`config.mk`:
```
export PLATFORM = sky130hd
export DESIGN_NAME = i2c_write_master_unit_flat
export DESIGN_NICKNAME = d
export VERILOG_FILES = /design/src/rtl/core/i2cwm_pkg.sv /design/src/rtl/core/i2cwm_if.sv /design/src/rtl/core/i2c_write_master_unit.sv /design/src/rtl/core/i2cwm_seq.sv /design/src/flat_wrapper.sv
export SDC_FILE = /design/constraint.sdc
export NUM_CORES = 1
export LEC_CHECK = 0
export ABC_CLOCK_PERIOD_IN_PS = 4500
export BUFFER_PORTS_ARGS = -buffer_cell sky130_fd_sc_hd__buf_2
export CAP_MARGIN = 10
export CORE_ASPECT_RATIO = 1.1
export CORE_MARGIN = 1.5
export CORE_UTILIZATION = 55
export DETAILED_ROUTE_END_ITERATION = 7
export HOLD_SLACK_MARGIN = 0.1
export PLACE_DENSITY = 0.82
export SETUP_SLACK_MARGIN = 0.2
export SYNTH_ARGS = -nofsm -noshare
export SYNTH_HDL_FRONTEND = slang
export SYNTH_SLANG_ARGS = --single-unit
```
`constraint.sdc`:
```
create_clock -name clk -period 4.5 [get_ports clk]
set_input_delay 0.675 -clock clk [delete_from_list [all_inputs] [get_ports clk]]
set_output_delay 0.675 -clock clk [all_outputs]
set_load 0.02 [all_outputs]
```
`src/rtl/core/i2cwm_pkg.sv`:
```
// ----------------------------------------------------------------------------
// i2cwm_pkg: shared types and codes of the write-only I2C master
// Item and result records, function codes, register indexes and the
// phase encoding of the bit-bang sequencer.
// ----------------------------------------------------------------------------
package i2cwm_pkg;

	typedef enum logic [1:0] {
		FUNC_TICK   = 2'd0,
		FUNC_BEGIN3 = 2'd1,
		FUNC_BEGIN4 = 2'd2,
		FUNC_RSVD   = 2'd3
	} func_t;

	localparam logic REG_DEVICE_ADDRESS   = 1'b0;
	localparam logic REG_ACK_SAMPLE_LIMIT = 1'b1;

	localparam logic [7:0] DEVICE_ADDRESS_RST   = 8'h70;
	localparam logic [3:0] ACK_SAMPLE_LIMIT_RST = 4'd5;

	typedef enum logic [4:0] {
		PH_IDLE     = 5'd0,
		PH_DUMMY0   = 5'd1,
		PH_DUMMY1   = 5'd2,
		PH_DUMMY2   = 5'd3,
		PH_DUMMY3   = 5'd4,
		PH_START0   = 5'd5,
		PH_START1   = 5'd6,
		PH_START2   = 5'd7,
		PH_START3   = 5'd8,
		PH_BIT_SET  = 5'd9,
		PH_BIT_HIGH = 5'd10,
		PH_BIT_LOW  = 5'd11,
		PH_ACK_REL  = 5'd12,
		PH_ACK_SMP  = 5'd13,
		PH_ACK_HOLD = 5'd14,
		PH_STOP0    = 5'd15,
		PH_STOP1    = 5'd16,
		PH_STOP2    = 5'd17,
		PH_STOP3    = 5'd18
	} phase_t;

	typedef struct packed {
		func_t      func;
		logic [7:0] command_byte;
		logic [7:0] register_address;
		logic [7:0] data_byte;
		logic       sda_sample;
	} item_t;

	typedef struct packed {
		logic       scl_level;
		logic       sda_level;
		logic       sda_drive_enable;
		logic       busy_res;
		logic       done_res;
		logic [3:0] ack_missed_mask;
	} result_t;

endpackage

```
`src/rtl/core/i2cwm_if.sv`:
```
// ----------------------------------------------------------------------------
// i2cwm_if: valid/ready channels of the I2C write master
// Input channel carries one item per beat, output channel one result.
// ----------------------------------------------------------------------------
interface i2cwm_in_if;
	logic       valid;
	logic       ready;
	logic [1:0] func;
	logic [7:0] command_byte;
	logic [7:0] register_address;
	logic [7:0] data_byte;
	logic       sda_sample;

	modport source (
		output valid, func, command_byte, register_address, data_byte, sda_sample,
		input  ready
	);
	modport sink (
		input  valid, func, command_byte, register_address, data_byte, sda_sample,
		output ready
	);
endinterface

interface i2cwm_out_if;
	logic       valid;
	logic       ready;
	logic       scl_level;
	logic       sda_level;
	logic       sda_drive_enable;
	logic       busy_res;
	logic       done_res;
	logic [3:0] ack_missed_mask;

	modport source (
		output valid, scl_level, sda_level, sda_drive_enable, busy_res, done_res,
		       ack_missed_mask,
		input  ready
	);
	modport sink (
		input  valid, scl_level, sda_level, sda_drive_enable, busy_res, done_res,
		       ack_missed_mask,
		output ready
	);
endinterface

```
`src/rtl/core/i2c_write_master_unit.sv`:
```
// ----------------------------------------------------------------------------
// i2c_write_master_unit: write-only bit-bang I2C master
// Path: each input beat passes the input register, then the result register.
// Throughput: one item per cycle unless the output stalls; the phase sequencer
// takes one step per item and advances at most one phase on that step.
// The result register is fed again in the same cycle it is taken, so no bubbles.
// Reset: sequencer idle, mask cleared, device_address 0x70, ack_sample_limit 5.
// ----------------------------------------------------------------------------
module i2c_write_master_unit (
	input  logic        clk,
	input  logic        arst_n,
	i2cwm_in_if.sink    in_ch,
	i2cwm_out_if.source out_ch,
	input  logic        cfg_we,
	input  logic        cfg_index,
	input  logic [7:0]  cfg_data
);

	logic               valid_s1;
	i2cwm_pkg::item_t   item_s1;
	logic               out_valid_q;
	i2cwm_pkg::result_t result_q;
	i2cwm_pkg::result_t result_d;
	logic [7:0]         device_address_q;
	logic [3:0]         ack_sample_limit_q;
	logic               advance;
	logic               in_beat;

	assign advance     = valid_s1 && (!out_valid_q || out_ch.ready);
	assign in_ch.ready = !valid_s1 || advance;
	assign in_beat     = in_ch.valid && in_ch.ready;

	always_ff @(posedge clk or negedge arst_n) begin
		if (!arst_n) begin
			device_address_q   <= i2cwm_pkg::DEVICE_ADDRESS_RST;
			ack_sample_limit_q <= i2cwm_pkg::ACK_SAMPLE_LIMIT_RST;
		end else if (cfg_we) begin
			case (cfg_index)
				i2cwm_pkg::REG_DEVICE_ADDRESS:   device_address_q   <= cfg_data;
				i2cwm_pkg::REG_ACK_SAMPLE_LIMIT: ack_sample_limit_q <= cfg_data[3:0];
				default: ;
			endcase
		end
	end

	always_ff @(posedge clk or negedge arst_n) begin
		if (!arst_n) begin
			valid_s1 <= 1'b0;
		end else if (in_ch.ready) begin
			valid_s1 <= in_ch.valid;
		end
	end

	always_ff @(posedge clk) begin
		if (in_beat) begin
			item_s1.func             <= i2cwm_pkg::func_t'(in_ch.func);
			item_s1.command_byte     <= in_ch.command_byte;
			item_s1.register_address <= in_ch.register_address;
			item_s1.data_byte        <= in_ch.data_byte;
			item_s1.sda_sample       <= in_ch.sda_sample;
		end
	end

	i2cwm_seq u_seq (
		.clk              (clk),
		.arst_n           (arst_n),
		.step             (advance),
		.item             (item_s1),
		.device_address   (device_address_q),
		.ack_sample_limit (ack_sample_limit_q),
		.result           (result_d)
	);

	always_ff @(posedge clk or negedge arst_n) begin
		if (!arst_n) begin
			out_valid_q <= 1'b0;
		end else if (advance) begin
			out_valid_q <= 1'b1;
		end else if (out_ch.ready) begin
			out_valid_q <= 1'b0;
		end
	end

	always_ff @(posedge clk) begin
		if (advance) begin
			result_q <= result_d;
		end
	end

	assign out_ch.valid            = out_valid_q;
	assign out_ch.scl_level        = result_q.scl_level;
	assign out_ch.sda_level        = result_q.sda_level;
	assign out_ch.sda_drive_enable = result_q.sda_drive_enable;
	assign out_ch.busy_res         = result_q.busy_res;
	assign out_ch.done_res         = result_q.done_res;
	assign out_ch.ack_missed_mask  = result_q.ack_missed_mask;

	// a processed beat always lands in the result register
	a_advance_fills_out: assert property (@(posedge clk) disable iff (!arst_n)
		advance |=> out_valid_q)
		else $error("processed beat did not reach result register");

	// an empty result register never blocks the input side
	a_empty_out_ready: assert property (@(posedge clk) disable iff (!arst_n)
		!out_valid_q |-> in_ch.ready)
		else $error("input stalled with empty result register");

	// the stop slot ends the transfer
	a_done_not_busy: assert property (@(posedge clk) disable iff (!arst_n)
		(out_valid_q && result_q.done_res) |-> !result_q.busy_res)
		else $error("done reported while still busy");

	// SDA is only released inside a running transfer
	a_release_busy: assert property (@(posedge clk) disable iff (!arst_n)
		(out_valid_q && !result_q.sda_drive_enable) |-> result_q.busy_res)
		else $error("SDA released outside a transfer");

endmodule

```
`src/rtl/core/i2cwm_seq.sv`:
```
// ----------------------------------------------------------------------------
// i2cwm_seq: bit-bang phase sequencer
// Holds the transfer state, advances at most one phase per step and forms the
// line levels and status of that step.
// ----------------------------------------------------------------------------
module i2cwm_seq (
	input  logic              clk,
	input  logic              arst_n,
	input  logic              step,
	input  i2cwm_pkg::item_t  item,
	input  logic [7:0]        device_address,
	input  logic [3:0]        ack_sample_limit,
	output i2cwm_pkg::result_t result
);

	i2cwm_pkg::phase_t phase_q, phase_d;
	logic [3:0] bit_count_q, bit_count_d;
	logic [2:0] byte_index_q, byte_index_d;
	logic [7:0] shift_q, shift_d;
	logic       four_byte_q, four_byte_d;
	logic [3:0] ack_wait_q, ack_wait_d;
	logic [3:0] missed_q, missed_d;
	logic       done;
	logic       busy;
	logic       load_begin;
	logic [7:0] byte_store [4];
	logic [3:0] lim;
	logic [3:0] wait_inc;
	logic [1:0] last_idx;
	logic [2:0] load_idx;
	logic       scl, sda, oe;

	assign busy       = (phase_q != i2cwm_pkg::PH_IDLE);
	assign load_begin = !busy && (item.func == i2cwm_pkg::FUNC_BEGIN3 ||
		item.func == i2cwm_pkg::FUNC_BEGIN4);
	assign lim        = (ack_sample_limit == 4'd0) ? 4'd1 : ack_sample_limit;
	assign wait_inc   = ack_wait_q + 4'd1;
	assign last_idx   = four_byte_q ? 2'd3 : 2'd2;
	assign load_idx   = (phase_q == i2cwm_pkg::PH_ACK_HOLD) ? byte_index_q + 3'd1 : 3'd0;

	// next state
	always_comb begin
		phase_d      = phase_q;
		bit_count_d  = bit_count_q;
		byte_index_d = byte_index_q;
		shift_d      = shift_q;
		four_byte_d  = four_byte_q;
		ack_wait_d   = ack_wait_q;
		missed_d     = missed_q;
		done         = 1'b0;
		if (load_begin) begin
			four_byte_d  = (item.func == i2cwm_pkg::FUNC_BEGIN4);
			missed_d     = 4'd0;
			bit_count_d  = 4'd0;
			byte_index_d = 3'd0;
			ack_wait_d   = 4'd0;
			phase_d      = i2cwm_pkg::PH_DUMMY0;
		end else if (busy && item.func != i2cwm_pkg::FUNC_RSVD) begin
			case (phase_q)
				i2cwm_pkg::PH_START3: begin
					byte_index_d = load_idx;
					shift_d      = byte_store[load_idx[1:0]];
					bit_count_d  = 4'd0;
					phase_d      = i2cwm_pkg::PH_BIT_SET;
				end
				i2cwm_pkg::PH_BIT_LOW: begin
					shift_d     = {shift_q[6:0], 1'b0};
					bit_count_d = bit_count_q + 4'd1;
					phase_d     = (bit_count_d >= 4'd8) ? i2cwm_pkg::PH_ACK_REL
						: i2cwm_pkg::PH_BIT_SET;
				end
				i2cwm_pkg::PH_ACK_REL: begin
					ack_wait_d = 4'd0;
					phase_d    = i2cwm_pkg::PH_ACK_SMP;
				end
				i2cwm_pkg::PH_ACK_SMP: begin
					ack_wait_d = wait_inc;
					if (!item.sda_sample) begin
						phase_d = i2cwm_pkg::PH_ACK_HOLD;
					end else if (wait_inc >= lim || wait_inc == 4'd0) begin
						missed_d = missed_q | (4'd1 << byte_index_q[1:0]);
						phase_d  = i2cwm_pkg::PH_ACK_HOLD;
					end
				end
				i2cwm_pkg::PH_ACK_HOLD: begin
					if (byte_index_q >= {1'b0, last_idx}) begin
						phase_d = i2cwm_pkg::PH_STOP0;
					end else begin
						byte_index_d = load_idx;
						shift_d      = byte_store[load_idx[1:0]];
						bit_count_d  = 4'd0;
						phase_d      = i2cwm_pkg::PH_BIT_SET;
					end
				end
				i2cwm_pkg::PH_STOP3: begin
					phase_d = i2cwm_pkg::PH_IDLE;
					done    = 1'b1;
				end
				default: begin
					phase_d = i2cwm_pkg::phase_t'(phase_q + 5'd1);
				end
			endcase
		end
	end

	// line levels of the current phase
	always_comb begin
		scl = 1'b1;
		sda = 1'b1;
		oe  = 1'b1;
		case (phase_q)
			i2cwm_pkg::PH_DUMMY3:   scl = 1'b0;
			i2cwm_pkg::PH_START0:   scl = 1'b0;
			i2cwm_pkg::PH_START2:   sda = 1'b0;
			i2cwm_pkg::PH_START3: begin
				scl = 1'b0;
				sda = 1'b0;
			end
			i2cwm_pkg::PH_BIT_SET: begin
				scl = 1'b0;
				sda = shift_q[7];
			end
			i2cwm_pkg::PH_BIT_HIGH: sda = shift_q[7];
			i2cwm_pkg::PH_BIT_LOW: begin
				scl = 1'b0;
				sda = shift_q[7];
			end
			i2cwm_pkg::PH_ACK_REL: begin
				scl = 1'b0;
				oe  = 1'b0;
			end
			i2cwm_pkg::PH_ACK_SMP:  oe = 1'b0;
			i2cwm_pkg::PH_ACK_HOLD: oe = 1'b0;
			i2cwm_pkg::PH_STOP0:    scl = 1'b0;
			i2cwm_pkg::PH_STOP1: begin
				scl = 1'b0;
				sda = 1'b0;
			end
			i2cwm_pkg::PH_STOP2:    sda = 1'b0;
			default: begin
				scl = 1'b1;
				sda = 1'b1;
				oe  = 1'b1;
			end
		endcase
	end

	assign result.scl_level        = scl;
	assign result.sda_level        = sda;
	assign result.sda_drive_enable = oe;
	assign result.busy_res         = (phase_d != i2cwm_pkg::PH_IDLE);
	assign result.done_res         = done;
	assign result.ack_missed_mask  = missed_d;

	always_ff @(posedge clk or negedge arst_n) begin
		if (!arst_n) begin
			phase_q      <= i2cwm_pkg::PH_IDLE;
			bit_count_q  <= 4'd0;
			byte_index_q <= 3'd0;
			shift_q      <= 8'd0;
			four_byte_q  <= 1'b0;
			ack_wait_q   <= 4'd0;
			missed_q     <= 4'd0;
		end else if (step) begin
			phase_q      <= phase_d;
			bit_count_q  <= bit_count_d;
			byte_index_q <= byte_index_d;
			shift_q      <= shift_d;
			four_byte_q  <= four_byte_d;
			ack_wait_q   <= ack_wait_d;
			missed_q     <= missed_d;
		end
	end

	// transfer bytes; in three-byte mode the last entry is left unused
	always_ff @(posedge clk) begin
		if (step && load_begin) begin
			byte_store[0] <= device_address;
			byte_store[1] <= item.command_byte;
			if (item.func == i2cwm_pkg::FUNC_BEGIN4) begin
				byte_store[2] <= item.register_address;
				byte_store[3] <= item.data_byte;
			end else begin
				byte_store[2] <= item.data_byte;
			end
		end
	end

endmodule
```
`src/flat_wrapper.sv`:
```
// flat-port wrapper written by rule: the top's interface ports become plain ports
module i2c_write_master_unit_flat 
  (clk, arst_n, cfg_we, cfg_index, cfg_data, in_ch_valid, in_ch_func, in_ch_command_byte, in_ch_register_address, in_ch_data_byte, in_ch_sda_sample, in_ch_ready, out_ch_valid, out_ch_scl_level, out_ch_sda_level, out_ch_sda_drive_enable, out_ch_busy_res, out_ch_done_res, out_ch_ack_missed_mask, out_ch_ready);
  i2cwm_in_if in_ch_i ();
  i2cwm_out_if out_ch_i ();
  input  logic clk;
  input  logic arst_n;
  input  logic cfg_we;
  input  logic cfg_index;
  input  logic [7:0] cfg_data;
  input wire logic [$bits(in_ch_i.valid)-1:0] in_ch_valid;
  input wire logic [$bits(in_ch_i.func)-1:0] in_ch_func;
  input wire logic [$bits(in_ch_i.command_byte)-1:0] in_ch_command_byte;
  input wire logic [$bits(in_ch_i.register_address)-1:0] in_ch_register_address;
  input wire logic [$bits(in_ch_i.data_byte)-1:0] in_ch_data_byte;
  input wire logic [$bits(in_ch_i.sda_sample)-1:0] in_ch_sda_sample;
  output wire logic [$bits(in_ch_i.ready)-1:0] in_ch_ready;
  output wire logic [$bits(out_ch_i.valid)-1:0] out_ch_valid;
  output wire logic [$bits(out_ch_i.scl_level)-1:0] out_ch_scl_level;
  output wire logic [$bits(out_ch_i.sda_level)-1:0] out_ch_sda_level;
  output wire logic [$bits(out_ch_i.sda_drive_enable)-1:0] out_ch_sda_drive_enable;
  output wire logic [$bits(out_ch_i.busy_res)-1:0] out_ch_busy_res;
  output wire logic [$bits(out_ch_i.done_res)-1:0] out_ch_done_res;
  output wire logic [$bits(out_ch_i.ack_missed_mask)-1:0] out_ch_ack_missed_mask;
  input wire logic [$bits(out_ch_i.ready)-1:0] out_ch_ready;
  assign in_ch_i.valid = in_ch_valid;
  assign in_ch_i.func = in_ch_func;
  assign in_ch_i.command_byte = in_ch_command_byte;
  assign in_ch_i.register_address = in_ch_register_address;
  assign in_ch_i.data_byte = in_ch_data_byte;
  assign in_ch_i.sda_sample = in_ch_sda_sample;
  assign in_ch_ready = in_ch_i.ready;
  assign out_ch_valid = out_ch_i.valid;
  assign out_ch_scl_level = out_ch_i.scl_level;
  assign out_ch_sda_level = out_ch_i.sda_level;
  assign out_ch_sda_drive_enable = out_ch_i.sda_drive_enable;
  assign out_ch_busy_res = out_ch_i.busy_res;
  assign out_ch_done_res = out_ch_i.done_res;
  assign out_ch_ack_missed_mask = out_ch_i.ack_missed_mask;
  assign out_ch_i.ready = out_ch_ready;
  i2c_write_master_unit u_core (.clk(clk), .arst_n(arst_n), .in_ch(in_ch_i), .out_ch(out_ch_i), .cfg_we(cfg_we), .cfg_index(cfg_index), .cfg_data(cfg_data));
endmodule
```
---- Word-level counts from Yosys, hierarchy flattened ----
Memory sizes are Yosys's and may differ from the RTL's.
Index checks and enable logic that the tools add are counted.
W data, S select, Z words.
storage, ports and cells
  memories kept ........................... 1
  input bits .............................. 41
  output and inout port bits .............. 11
  logic and storage cells ................. 132
  memory bits (writable) .................. 32
  bits in registers ....................... 79
operators by class
  bitwise gates (word level) .............. 5
  equality and inequality tests ........... 19
  mux-type cells .......................... 43
  shift operators ......................... 1
  add/subtract/negate cells ............... 4
  $lt $le $gt $ge ......................... 3
  reduce and logical (&&, ||, !) cells .... 34
memory list
  name                     depth  bits a word  rd ports  clocked after Yosys merged registers in  write ports  RTL line         source
  u_core.u_seq.byte_store  4      8            1         0                                        4            i2cwm_seq.sv:26  logic [7:0] byte_store [4];
operators by type and width
  operator               count
  $mux W4                11
  $eq A5 B4 Y1 const B   8
  $pmux W5 S6            1
  $pmux W8 S3            1
  $mux W5                4
  $mux W3                6
  $mux W8                2
  $eq A5 B3 Y1 const B   3
  $eq A5 B5 Y1 const B   3
  $mux W1                14
  $pmux W4 S3            1
  $reduce_bool A5 Y1     2
  $reduce_bool A3 Y1     3
  $add A4 B1 Y4 const B  2
  $logic_not A4 Y1       2
  $pmux W4 S2            1
  $reduce_and A4 Y1      2
  $reduce_or A8 Y1       1
  $pmux W3 S2            1
  $reduce_and A2 Y1      3
  $reduce_or A3 Y1       2
  $add A5 B1 Y5 const B  1
  $logic_and A1 B1 Y1    5
  $reduce_and A5 Y1      1
  other kinds (20)       29

---- Longest topological paths before layout ----
  depth after elaboration ................. 10
  gate-level depth with buffers ........... 10
  depth with buffers taken out ............ 9

---- Cells and area by module ----
From an unflattened synthesis, not the netlist that was laid out.
unflattened totals
  cell total of the unflattened synthesis .. 417
  area, all modules ....................... 5193.7 um^2
modules (own cells, without submodules)
  module                 times used  area each (um^2)  cells each  sequential area each (um^2)
  i2cwm_seq              1           3523.4            346         1686.6
  i2c_write_master_unit  1           1670.4            71          1437.6

---- Least setup slack after synthesis ----
OpenSTA, ideal clock, no wires.
  path kind ............................... register -> register
  start point ............................. reg u_core.u_seq.phase_q[0]
  end point ............................... reg u_core.u_seq.four_byte_q
  period minus slack after synthesis ...... 2.756 ns
  data arrival time ....................... 2.632 ns
  cell stages (with the launch flop) ...... 8
  setup slack ............................. 1.744 ns
  data required time ...................... 4.375 ns
  buffers on the path ..................... 1
  setup time .............................. 0.125 ns
  cells stage by stage .................... dfrtp_1 inv_1 ha_1 or3b_4 or3_1 buf_2 nor2_2 mux2_2
on the way
  word-level cells in the longest chain between the ends .. 4
RTL lines
  element                      RTL line          source
  start: declaration           i2cwm_seq.sv:16   i2cwm_pkg::phase_t phase_q, phase_d;
  start signal: assignment     i2cwm_seq.sv:157  phase_q <= i2cwm_pkg::PH_IDLE;
  start signal: assignment     i2cwm_seq.sv:165  phase_q <= phase_d;
  $reduce_bool A5 Y1           i2cwm_seq.sv:33   assign busy = (phase_q != i2cwm_pkg::PH_IDLE);
  $logic_not A1 Y1             i2cwm_seq.sv:34   assign load_begin = !busy && (item.func == i2cwm_pkg::FUNC_BEGIN3 ||
  $logic_and A1 B1 Y1          i2cwm_seq.sv:34
  $reduce_and A2 Y1 (no line)  n/a
  end signal: assignment       i2cwm_seq.sv:169  four_byte_q <= four_byte_d;
  end: declaration             i2cwm_seq.sv:20   logic four_byte_q, four_byte_d;
No other way between the ends.
A chain may end at the register's enable or synchronous reset.

==> run summary <==
largest net degree at the start of global routing = 44
CP Capture Type = flip-flop
status = completed
crit path from = u_core.u_seq.phase_q[1]$_DFFE_PN0P_
worst r2r src = u_core.u_seq.phase_q[1]$_DFFE_PN0P_
Die X = 94.7 µm
PwrDens = 469 mW/mm²
CTS tree = built
Hold Crit Class = reg -> reg
n_diodes = 0
net count after synthesis = 488
MaxCap Viol Count = 0
vias in the first global route = 3,585
PortBufs = 51
leak pwr = 0.00223 µW
first-pass GRT wire length = 16.7 mm
RSZ-0062 raised after global routing = false
crit path capture = u_core.u_seq.byte_store[2][7]$_DFFE_PP_
Crit Path Category = reg -> reg
Routability Congestion = 0.893
WL/cell = 16.9 µm
Pins Over Slew Limit = 0
cts bufs inserted = 9
Nets = 535
row count = 36
DRT Wirelength = 10.1 mm
most frequent cells in the layout = edfxtp_1 (68), nand2_1 (53), buf_2 (51)
worst path arrival time = 3.14 ns
P&R area growth vs syn = 11.5%
worst reg2reg endpoint = u_core.u_seq.byte_store[2][7]$_DFFE_PP_
reg2reg setup slack = 1.50 ns
die area = 0.00984 mm²
clock buffer depth = 2
leading register cell type out of synthesis = edfxtp_1
EDFF count, synth = 68
via count = 3,524
H-tree depth = 3
Yosys warning count = 0
core area = 0.00892 mm²
Clock Latency Late Sink = 0.39 ns
Seq/Total Area, Yosys = 61.4%
Post-DP HPWL = 7.03 mm
Starting Density = 57.1%
worst endpoint required time = 4.64 ns
Slew HR = 34.0%
syn_area_per_cell = 11.9 µm²
cells after synthesis = 429
fmax = 333 MHz
smallest hold slack = 0.429 ns
Peak supply drop = 355 µV
Initial DRT Pass Iterations = 4
Detail Route Antenna Nets = 0
Fin. Hold Viols = 0
Crit Path Max Fanout = 8
Setup TNS = 0 ns
cell depth of the worst min-delay path = 0
Yosys cell types = 53
worst slew pin tran = 0.990 ns
initial drt markers = 186
# setup viols final = 0
clock slew at reported path FFs = 0.11 ns
worst clock skew = 0.0143 ns
final period utilization = 66.7%
postcts setup bufs = 0
Num Clock Sinks = 111
root buffer cell = clkbuf_8
post-CTS resize count = 0
Reg2Reg Depth = 6
Yosys reg bits = 111
ys async rst share = 38.7%
leading cell type in the layout, fill and taps excluded = edfxtp_1
min cycle time layout = 3.00 ns
Total Routing Usage GR = 22.5%
via density per instance = 5.92
DRC Markers = 0
CTS Hold Buffers Added = 0
initial antenna violation count = 0
share of layout cells above drive strength 1 = 19.8%
Overflow after GRT = 0
fillers = 687
Ports = 52
Setup crit start kind = flip-flop
synthesized area = 0.00509 mm²
die height = 104 µm
-- final cells by class --
| class | count | area [µm²] | area share, % |
|---|---|---|---|
| flip-flops and latches | 111 | 3120 | 55.0 |
| repair buffers | 54 | 298 | 5.25 |
| multi-input cells | 286 | 1850 | 32.5 |
| well taps | 114 | 143 | 2.51 |
| clock buffers | 9 | 124 | 2.18 |
| clock inverters | 7 | 88.8 | 1.57 |
| inverters | 14 | 52.6 | 0.926 |
-- sequential cells by signal, summed over array words and instances, names as in the netlist, 3 cells and up --
register	cells
u_core.u_seq.shift_q	8
u_core.out_ch.ack_missed_mask	4
u_core.item_s1	27
u_core.u_seq.bit_count_q	4
u_core.u_seq.byte_store	32
u_core.u_seq.phase_q	5
u_core.u_seq.byte_index_q	3
u_core.device_address_q	8
u_core.ack_sample_limit_q	4
u_core.u_seq.missed_q	4
u_core.u_seq.ack_wait_q	4
-- metrics by stage --
step	setup WS (ns)	cells	power, µW	util [%]	area, µm²
CTS	1.51	594	2660	63.3	5650
floorplan	1.74	429	1850	-	5090
detailed placement	1.53	578	2040	60.9	5440
global route	1.33	595	2810	63.6	5680
finish	1.50	595	2660	63.6	5680
global placement	1.68	578	2010	60.9	5440
-- metal layers --
| layer | part of all wire [%] | track usage, % | vias up |
|---|---|---|---|
| met5 | 0 | 0 | - |
| met4 | 2.1 | 10.8 | 0 |
| met3 | 5.6 | 5.04 | 21 |
| met2 | 49 | 35.3 | 131 |
| met1 | 43 | 29.3 | 1708 |
| li1 | - | - | 1664 |
-- power by group --
group,internal (µW),switching (µW)
Clock,270,356
Sequential,1230,120
Combinational,270,421
-- cells in the mapped netlist (all sizes together), types with 2 or more instances --
| master | count | area share, % |
|---|---|---|
| mux2 | 14 | 3.1 |
| o21a | 2 | 0.29 |
| dfrtp | 38 | 19 |
| o2bb2ai | 6 | 1.0 |
| a21oi | 24 | 2.4 |
| a31oi | 10 | 1.2 |
| o21ai | 30 | 3.0 |
| nand4 | 2 | 0.25 |
| nand2 | 53 | 3.9 |
| buf | 5 | 0.44 |
| a211oi | 6 | 0.89 |
| a211o | 2 | 0.34 |
| dfstp | 5 | 2.6 |
| nor2b | 7 | 0.86 |
| nand3b | 4 | 0.59 |
| nand4b | 2 | 0.34 |
| xor2 | 5 | 0.86 |
| o22ai | 8 | 0.98 |
| or3 | 3 | 0.37 |
| and3 | 3 | 0.37 |
| nand3 | 10 | 0.98 |
| nor3b | 4 | 0.59 |
| clkbuf | 13 | 0.96 |
| and2 | 3 | 0.37 |
| mux2i | 8 | 1.6 |
| nand2b | 13 | 1.6 |
| a2bb2oi | 3 | 0.52 |
| nor2 | 23 | 1.7 |
| edfxtp | 68 | 40 |
| inv | 13 | 0.96 |
| ha | 18 | 4.4 |
| nor3 | 7 | 1.0 |
| o211ai | 2 | 0.29 |
-- critical path, stage by stage, from the launching register on --
cell	delay, ns
dfrtp_1	0.47
inv_1	0.15
ha_1	0.33
or3b_4	0.44
or3_1	0.47
nor3_4	0.49
mux2_2	0.40
-- how the worst min path moves through the flow --
stage                                 start                                  endpoint  slack, ns
6_report       u_core.item_s1[24]$_DFFE_PP_   u_core.u_seq.byte_store[1][7]$_DFFE_PP_       0.43
5_1_grt           in_ch_register_address[3]              u_core.item_s1[12]$_DFFE_PP_       0.43
4_1_cts        u_core.item_s1[24]$_DFFE_PP_   u_core.u_seq.byte_store[1][7]$_DFFE_PP_       0.43
3_5_place_dp   u_core.item_s1[24]$_DFFE_PP_   u_core.u_seq.byte_store[1][7]$_DFFE_PP_       0.41
3_3_place_gp   u_core.item_s1[17]$_DFFE_PP_   u_core.u_seq.byte_store[1][0]$_DFFE_PP_       0.40
2_1_floorplan                        arst_n  u_core.ack_sample_limit_q[1]$_DFFE_PN0P_       0.38
-- kinds of logic after synthesis --
logic type / after synthesis / share of synthesized area [%]
AOI/OAI and AO/OA: 103 / 12.6
xor gates and xnor gates: 6 / 1.03
adders and majority gates: 18 / 4.43
buffers and inverters: 32 / 2.43
DFF: 111 / 61.4
muxes: 22 / 4.67
and+or+nand+nor: 137 / 13.5
Note: power is estimated with default switching activity, not from simulation.
